<file path="src/rtl/rcsd_pkg.sv">
`timescale 1ns / 1ps
`default_nettype none
// ----------------------------------------------------------------------------
// rcsd_pkg
// Shared types, codes and helpers of the chunk stream deframer.
// ----------------------------------------------------------------------------
package rcsd_pkg;

  localparam int unsigned DEF_NUM_CHANNELS  = 64;
  localparam int unsigned DEF_HANDSHAKE_LEN = 1536;

  localparam int unsigned HDR_BYTES = 11;
  localparam logic [23:0] MAX24     = 24'hFFFFFF;

  // Configuration register indexes.
  localparam logic REG_EXPECTED_VERSION   = 1'b0;
  localparam logic REG_INITIAL_CHUNK_SIZE = 1'b1;

  localparam logic [7:0]  RST_EXPECTED_VERSION   = 8'd3;
  localparam logic [23:0] RST_INITIAL_CHUNK_SIZE = 24'd128;

  // Result kinds.
  localparam logic [1:0] KIND_PAYLOAD = 2'd0;
  localparam logic [1:0] KIND_EMPTY   = 2'd1;
  localparam logic [1:0] KIND_ERROR   = 2'd2;

  // Error codes.
  localparam logic [1:0] ERR_NONE     = 2'd0;
  localparam logic [1:0] ERR_VERSION  = 2'd1;
  localparam logic [1:0] ERR_EXTENDED = 2'd2;
  localparam logic [1:0] ERR_OVERRUN  = 2'd3;

  // Control message types that are consumed without output.
  localparam logic [7:0] MSG_SET_CHUNK_SIZE = 8'd1;
  localparam logic [7:0] MSG_ACK            = 8'd3;
  localparam logic [7:0] MSG_WINDOW_ACK     = 8'd5;

  localparam logic [1:0] FMT_NO_HEADER = 2'd3;

  typedef enum logic [5:0] {
    PH_VERSION = 6'b000001,
    PH_C1      = 6'b000010,
    PH_C2      = 6'b000100,
    PH_HEADER  = 6'b001000,
    PH_PAYLOAD = 6'b010000,
    PH_ERROR   = 6'b100000
  } rcsd_phase_t;

  // One entry of the per-channel state memory.
  typedef struct packed {
    logic [23:0] delta;
    logic [31:0] abs_time;
    logic [23:0] body_len;
    logic [7:0]  msg_type;
    logic [31:0] stream;
    logic [23:0] received;
    logic        in_msg;
  } rcsd_chan_t;

  typedef struct packed {
    logic       en;
    logic [5:0] addr;
    rcsd_chan_t data;
  } rcsd_wr_t;

  typedef struct packed {
    logic [1:0]  kind;
    logic [7:0]  payload_byte;
    logic [5:0]  channel;
    logic [7:0]  message_type;
    logic [31:0] timestamp;
    logic [31:0] stream_id;
    logic [23:0] message_length;
    logic        last_of_message;
    logic [1:0]  error_code;
  } rcsd_result_t;

  function automatic logic is_control(input logic [7:0] t);
    return (t == MSG_SET_CHUNK_SIZE) || (t == MSG_ACK) || (t == MSG_WINDOW_ACK);
  endfunction

  // New chunk size from a set-chunk-size body; zero keeps the old size.
  function automatic logic [23:0] apply_size(input logic [31:0] cw, input logic [23:0] size);
    logic [30:0] v;
    v = cw[30:0];
    if (v == '0) return size;
    if (v[30:24] != '0) return MAX24;
    return v[23:0];
  endfunction

  function automatic logic [3:0] header_need(input logic [1:0] fmt);
    logic [3:0] n;
    case (fmt)
      2'd0:    n = 4'd11;
      2'd1:    n = 4'd7;
      2'd2:    n = 4'd3;
      default: n = 4'd0;
    endcase
    return n;
  endfunction

endpackage
`default_nettype wire

</file>
<file path="src/rtl/rcsd_parser.sv">
`timescale 1ns / 1ps
`default_nettype none
// ----------------------------------------------------------------------------
// rcsd_parser
// Version check, handshake skipping, chunk header parsing and payload tagging,
// one byte per step, with the active channel's state held in a working register.
// ----------------------------------------------------------------------------
module rcsd_parser #(
  parameter int unsigned NUM_CHANNELS  = rcsd_pkg::DEF_NUM_CHANNELS,
  parameter int unsigned HANDSHAKE_LEN = rcsd_pkg::DEF_HANDSHAKE_LEN
) (
  input  wire logic                  clk,
  input  wire logic                  rst,
  input  wire logic                  cfg_write,
  input  wire logic                  cfg_index,
  input  wire logic [23:0]           cfg_data,
  input  wire logic                  step,
  input  wire logic [7:0]            b,
  input  wire rcsd_pkg::rcsd_chan_t  rd_data,
  output rcsd_pkg::rcsd_wr_t         wr,
  output logic                       res_valid,
  output rcsd_pkg::rcsd_result_t     res
);
  import rcsd_pkg::*;

  localparam int unsigned PCW = $clog2(HANDSHAKE_LEN + 1);
  localparam logic [PCW-1:0] HS_LEN = PCW'(HANDSHAKE_LEN);
  localparam logic [6:0] NCH = 7'(NUM_CHANNELS);

  logic [7:0]  exp_version;
  logic [23:0] init_size;

  rcsd_phase_t    phase, phase_next;
  logic [PCW-1:0] cnt, cnt_next;
  logic [3:0]     need, need_next;
  logic [3:0]     hlen, hlen_next;
  logic [7:0]     hb [HDR_BYTES];
  logic [5:0]     cur_ch, cur_ch_next;
  logic [23:0]    crem, crem_next;
  logic [23:0]    size, size_next;
  logic [31:0]    cw, cw_next;
  rcsd_chan_t     work, work_next;
  logic           hb_we;

  // Header bytes including the one arriving now.
  logic [7:0]  hb_now [HDR_BYTES];
  logic        basic;
  logic [3:0]  need_f;
  rcsd_chan_t  base, fin;
  logic        fin_err;
  logic [1:0]  fin_code;
  logic [31:0] fin_cw;
  logic [23:0] fin_size, fin_chunk, rem, cap, t24;
  logic        fin_zero;

  assign basic  = (need == 4'd0) && (hlen == 4'd0);
  assign need_f = basic ? 4'd0 : need;

  always_comb begin
    hb_now = hb;
    if (hlen < 4'(HDR_BYTES)) begin
      hb_now[hlen] = b;
    end
  end

  always_comb begin
    base     = basic ? rd_data : work;
    fin      = base;
    fin_err  = 1'b0;
    fin_code = ERR_NONE;
    fin_cw   = cw;
    t24      = {hb_now[0], hb_now[1], hb_now[2]};
    if (need_f >= 4'd3) begin
      if (t24 == MAX24) begin
        fin_err  = 1'b1;
        fin_code = ERR_EXTENDED;
      end
      fin.delta = t24;
    end
    if (need_f >= 4'd7) begin
      fin.body_len = {hb_now[3], hb_now[4], hb_now[5]};
      fin.msg_type = hb_now[6];
    end
    if (need_f >= 4'd11) begin
      fin.stream = {hb_now[10], hb_now[9], hb_now[8], hb_now[7]};
    end
    if (!base.in_msg) begin
      fin.received = '0;
      fin.abs_time = (need_f >= 4'd11) ? {8'd0, fin.delta}
                                       : base.abs_time + {8'd0, fin.delta};
      fin.in_msg   = 1'b1;
      fin_cw       = '0;
    end else if (base.received > fin.body_len && !fin_err) begin
      fin_err  = 1'b1;
      fin_code = ERR_OVERRUN;
    end
    rem      = fin.body_len - fin.received;
    fin_zero = (rem == '0);
    if (fin_zero) begin
      fin.in_msg = 1'b0;
    end
    cap       = (size == '0) ? 24'd1 : size;
    fin_chunk = (rem < cap) ? rem : cap;
    fin_size  = (fin_zero && fin.msg_type == MSG_SET_CHUNK_SIZE) ? apply_size(fin_cw, size)
                                                                 : size;
  end

  always_comb begin
    logic [PCW-1:0] cnt_inc;
    logic [3:0]     hlen_inc;
    logic           fin_go;
    logic           err_go;
    logic [1:0]     err_code;
    logic           emit_go;
    logic [1:0]     emit_kind;
    logic           emit_last;
    rcsd_chan_t     pw;
    logic [31:0]    cw_p;
    logic [23:0]    crem_dec;
    logic           plast;

    phase_next  = phase;
    cnt_next    = cnt;
    need_next   = need;
    hlen_next   = hlen;
    cur_ch_next = cur_ch;
    crem_next   = crem;
    size_next   = size;
    cw_next     = cw;
    work_next   = work;
    hb_we       = 1'b0;
    wr          = '0;
    res_valid   = 1'b0;
    res         = '0;
    fin_go      = 1'b0;
    err_go      = 1'b0;
    err_code    = ERR_NONE;
    emit_go     = 1'b0;
    emit_kind   = KIND_PAYLOAD;
    emit_last   = 1'b0;
    cnt_inc     = cnt + 1'b1;
    hlen_inc    = hlen + 4'd1;
    pw          = work;
    cw_p        = cw;
    crem_dec    = crem - 24'd1;
    plast       = 1'b0;

    if (step) begin
      unique case (phase)
        PH_VERSION: begin
          if (b != exp_version) begin
            err_go   = 1'b1;
            err_code = ERR_VERSION;
          end else begin
            size_next  = init_size;
            phase_next = PH_C1;
            cnt_next   = '0;
          end
        end
        PH_C1, PH_C2: begin
          if (cnt_inc >= HS_LEN) begin
            phase_next = (phase == PH_C1) ? PH_C2 : PH_HEADER;
            cnt_next   = '0;
            hlen_next  = '0;
            need_next  = '0;
          end else begin
            cnt_next = cnt_inc;
          end
        end
        PH_HEADER: begin
          if (basic) begin
            if ({1'b0, b[5:0]} < 7'd2 || {1'b0, b[5:0]} >= NCH) begin
              err_go   = 1'b1;
              err_code = ERR_EXTENDED;
            end else begin
              cur_ch_next = b[5:0];
              work_next   = rd_data;
              need_next   = header_need(b[7:6]);
              fin_go      = (b[7:6] == FMT_NO_HEADER);
            end
          end else begin
            hb_we     = (hlen < 4'(HDR_BYTES));
            hlen_next = hlen_inc;
            if (hlen_inc >= need) begin
              fin_go    = 1'b1;
              hlen_next = '0;
              need_next = '0;
            end
          end
        end
        PH_PAYLOAD: begin
          if (work.received < 24'd4) begin
            cw_p = {cw[23:0], b};
          end
          pw.received = work.received + 24'd1;
          plast       = (pw.received == work.body_len);
          if (plast) begin
            pw.in_msg = 1'b0;
          end
          cw_next   = cw_p;
          crem_next = crem_dec;
          if (crem_dec == '0) begin
            phase_next = PH_HEADER;
            need_next  = '0;
            hlen_next  = '0;
          end
          work_next = pw;
          wr.en     = 1'b1;
          wr.addr   = cur_ch;
          wr.data   = pw;
          if (is_control(work.msg_type)) begin
            if (plast && work.msg_type == MSG_SET_CHUNK_SIZE) begin
              size_next = apply_size(cw_p, size);
            end
          end else begin
            emit_go   = 1'b1;
            emit_kind = KIND_PAYLOAD;
            emit_last = plast;
          end
        end
        PH_ERROR: begin
        end
        default: begin
        end
      endcase

      if (fin_go) begin
        if (fin_err) begin
          err_go   = 1'b1;
          err_code = fin_code;
        end else begin
          work_next = fin;
          cw_next   = fin_cw;
          size_next = fin_size;
          wr.en     = 1'b1;
          wr.addr   = cur_ch_next;
          wr.data   = fin;
          if (fin_zero) begin
            phase_next = PH_HEADER;
            if (!is_control(fin.msg_type)) begin
              emit_go   = 1'b1;
              emit_kind = KIND_EMPTY;
              emit_last = 1'b1;
            end
          end else begin
            crem_next  = fin_chunk;
            phase_next = PH_PAYLOAD;
          end
        end
      end

      if (err_go) begin
        phase_next     = PH_ERROR;
        wr             = '0;
        res_valid      = 1'b1;
        res.kind       = KIND_ERROR;
        res.error_code = err_code;
      end else if (emit_go) begin
        res_valid           = 1'b1;
        res.kind            = emit_kind;
        res.payload_byte    = (emit_kind == KIND_PAYLOAD) ? b : 8'd0;
        res.channel         = cur_ch_next;
        res.message_type    = work_next.msg_type;
        res.timestamp       = work_next.abs_time;
        res.stream_id       = work_next.stream;
        res.message_length  = work_next.body_len;
        res.last_of_message = emit_last;
      end
    end
  end

  always_ff @(posedge clk) begin
    if (rst) begin
      exp_version <= RST_EXPECTED_VERSION;
      init_size   <= RST_INITIAL_CHUNK_SIZE;
      phase       <= PH_VERSION;
      cnt         <= '0;
      need        <= '0;
      hlen        <= '0;
      cur_ch      <= '0;
      crem        <= '0;
      size        <= RST_INITIAL_CHUNK_SIZE;
      cw          <= '0;
      work        <= '0;
    end else begin
      if (cfg_write) begin
        unique case (cfg_index)
          REG_EXPECTED_VERSION:   exp_version <= cfg_data[7:0];
          REG_INITIAL_CHUNK_SIZE: init_size   <= cfg_data;
          default: begin
          end
        endcase
      end
      phase  <= phase_next;
      cnt    <= cnt_next;
      need   <= need_next;
      hlen   <= hlen_next;
      cur_ch <= cur_ch_next;
      crem   <= crem_next;
      size   <= size_next;
      cw     <= cw_next;
      work   <= work_next;
    end
  end

  always_ff @(posedge clk) begin
    if (hb_we) begin
      hb[hlen] <= b;
    end
  end

endmodule
`default_nettype wire

</file>
<file path="config.mk">
export PLATFORM = sky130hd
export DESIGN_NAME = rcsd_parser
export DESIGN_NICKNAME = d
export VERILOG_FILES = /design/src/rtl/rcsd_pkg.sv /design/src/rtl/rcsd_parser.sv
export SDC_FILE = /design/constraint.sdc
export NUM_CORES = 2
export LEC_CHECK = 0
export ABC_AREA = 1
export BUFFER_PORTS_ARGS = -buffer_cell sky130_fd_sc_hd__buf_2
export CELL_PAD_IN_SITES_DETAIL_PLACEMENT = 1
export CELL_PAD_IN_SITES_GLOBAL_PLACEMENT = 1
export CORE_MARGIN = 5
export CORE_UTILIZATION = 41
export DETAILED_ROUTE_END_ITERATION = 6
export HOLD_SLACK_MARGIN = 0.15
export PLACE_DENSITY = 0.82
export SYNTH_ARGS = -nofsm -noshare
export SYNTH_HDL_FRONTEND = slang
export SYNTH_SLANG_ARGS = --single-unit
</file>
<file path="constraint.sdc">
create_clock -name clk -period 16.8 [get_ports clk]
set_input_delay 5.04 -clock clk [delete_from_list [all_inputs] [get_ports clk]]
set_output_delay 5.04 -clock clk [all_outputs]
set_load 0.05 [all_outputs]
</file>
==> metrics.txt <==
fin worst setup slack 1.02 ns; Tightest Hold Check Type reg -> reg; 1st-pass router iterations 6; first-pass GRT wire length 245000 um; Sw Ratio 33.7%; Routed WL between 150000 and 200000 um; worst-path fanout max 23; routed wl met2 75300 um; Clock Power Share between 40% and 50%; # nets final 5984; Placeable Area 0.0804 sq mm; Critical Path RT around 12 ns; # resized after CTS 0; synthesis warning total 0; Clock Skews 0.0307 ns; leakage power 17.2 nW; commonest non-fill, non-tap cells in the layout 1578 x nand2_1, 532 x inv_1, 515 x o21ai_0; run status finished clean; gpl congestion 1.00; Placed Cells incl. Taps 6706; pwr dens 71.1 mW/mm^2; Slew Limit Fails 0; post-DR vias/cell 6.10; placed instance area 0.0359 sq mm; worst slack, placed 1.33 ns; Die Width 295 um; post-synthesis cell type count 65; Sink Count 374; Worst VDD drop 0.0772 mV; most common cell after layout, fill and taps aside nand2_1; die footprint approximately 0.087 sq mm; Max clock buf depth 3; Finished Layout Cells 6809; Synth area leaders nand2_1 18%, dfxtp_1 17%, edfxtp_1 8.0%; WL met1 66400 um; Top Metal Used met5; Worst setup SP type input pin; largest area contributor in the netlist nand2_1; Final Hold Vio Count 0; vias in the first global route 40300; Clock Tree Root clkbuf_16; H-tree Lvls 2; reg2reg setup slack roughly 9 ns; HPWL after DPL 119000 um; worst-margin pin slew about 1.3 ns; Boundary Pins 450; design area 0.0377 sq mm; Final setup viols 0; RSZ-0062 raised after global routing false; minimum clock period between 15 and 20 ns; 1st-iter DRT viols 4340; # hold bufs at CTS 0; CTS tree yes; Area Growth Syn to Fin 13.4%; combinational fraction of design power 21.1%; Vias 41500; Post CTS Setup Buffer Count 0; FFs w/ async S/R, synth 0%; Worst-path clk slew 0.06 ns; Syn Area/Cell 6.06 sq um; setup TNS 0 ns; Initial Util around 41%; Skew-Pair Late Insertion Delay 0.63 ns; DR WL/cell 24.2 um; max-cap violations 0; Setup crit end kind output port; Highest Clock Rate 0.0634 GHz; Synth Register Bits 374; all-layer global routing usage 35.8%; Post-DRT Antenna Nets 0; drt drc 0; switching power total 0.903 mW; num rows 104; syn_nets a little under 6000; Tot Pwr 2.68 mW; Pint 1.77 mW; Worst Setup Path Type in -> out; initial antenna violation count 13; share of the synthesized area in the top cell type 17.9%; synthesized cell area ~0.033 sq mm; Synth Flop Type dfxtp_1; gr ovfl total 0; Die Ht 295 um; Post-Synthesis Cells 5482; Slew headroom 12.7%; Post-synth EDFFs 88; Final Cycle Share a little over nine tenths; met3 WL post-DR 15500 um; Fin Hold WS around 0.48 ns; sequential share of the synthesized area 25.2%; number of CTS-inserted buffers 50; share of layout cells above drive strength 1 12.5%; utilization after layout 46.8%; Reg power frac 35.5%; largest net degree at the start of global routing 203; Port Buffers 449; Arr. time, crit path 10.74 ns
-- worst paths after layout --
kind,from,to,depth (start not counted)
min,cw[26],cw[26],2
min reg2reg,cw[26],cw[26],2
max,b[3],res[112],22
max reg2reg,need[1],size[2],23
-- metal layers --
metal | GRT usage [%] | up-vias
li1 | - | 18900
met2 | 58.4 | 2113
met5 | 0 | -
met1 | 47.2 | 20100
met3 | 6.56 | 424
met4 | 13.8 | 6
-- cell families after synthesis --
logic type	share of synthesized area, %
compound gates	25.4
xor+xnor	1.82
fa+ha+maj	3.96
buf+inv	10.9
flops	25.2
mux	0.151
simple gates	32.5
-- power groups by stage --
stage	sequential, mW	combinational (mW)	clock (mW)
6_report	0.950	0.564	1.16
5_1_grt	0.950	0.612	1.20
4_1_cts	0.949	0.548	1.17
3_3_place_gp	0.968	0.531	0
3_5_place_dp	0.969	0.544	0
2_1_floorplan	0.959	0.356	0
-- Yosys cell counts (all sizes together) (22+ instances only) --
| master | n |
|---|---|
| edfxtp | 88 |
| a21oi | 497 |
| nor4 | 29 |
| nand2 | 1600 |
| nand3 | 302 |
| o21ai | 527 |
| inv | 553 |
| clkbuf | 235 |
| o2111a | 32 |
| o211ai | 167 |
| nor2 | 495 |
| a22oi | 28 |
| xor2 | 50 |
| o22ai | 90 |
| ha | 102 |
| dfxtp | 286 |
| buf | 117 |
| nand4 | 81 |
| nor3 | 36 |
| a211oi | 22 |
-- cell type report --
| class | instances | area (sq um) |
|---|---|---|
| antenna | 9 | 22.5 |
| inverter | 554 | 2100 |
| fill | 11200 | 42700 |
| sequential | 374 | 8370 |
| timing repair buffer | 518 | 2850 |
| tap | 1060 | 1330 |
| clock buffer | 61 | 1350 |
| multi-input combinational | 4200 | 21300 |
| clock inverter | 33 | 372 |
-- critical path, stage by stage --
cell     delay [ns]
buf_2          0.15
inv_1          0.21
o21ai_0        0.61
o21ai_0        0.29
ha_1           0.40
nand2_1        0.08
nor3_1         0.27
nor4b_1        0.47
nand4_1        0.15
nor3_1         0.18
nor2_1         0.06
nand2_1        0.17
nand2_1        0.07
buf_4          0.25
nand2_1        0.15
nand2_1        0.06
inv_1          0.17
nand2_2        0.59
nor2_1         0.34
inv_1          0.23
nor2_1         0.40
buf_2          0.35
-- flip-flops by register name (all words and copies together), names as in the netlist --
register,cells
need,3
work,145
init_size,24
exp_version,8
cur_ch,6
size,24
hb,88
crem,24
cnt,11
phase,6
hlen,4
cw,31
Power figures use the tool's default switching activity.
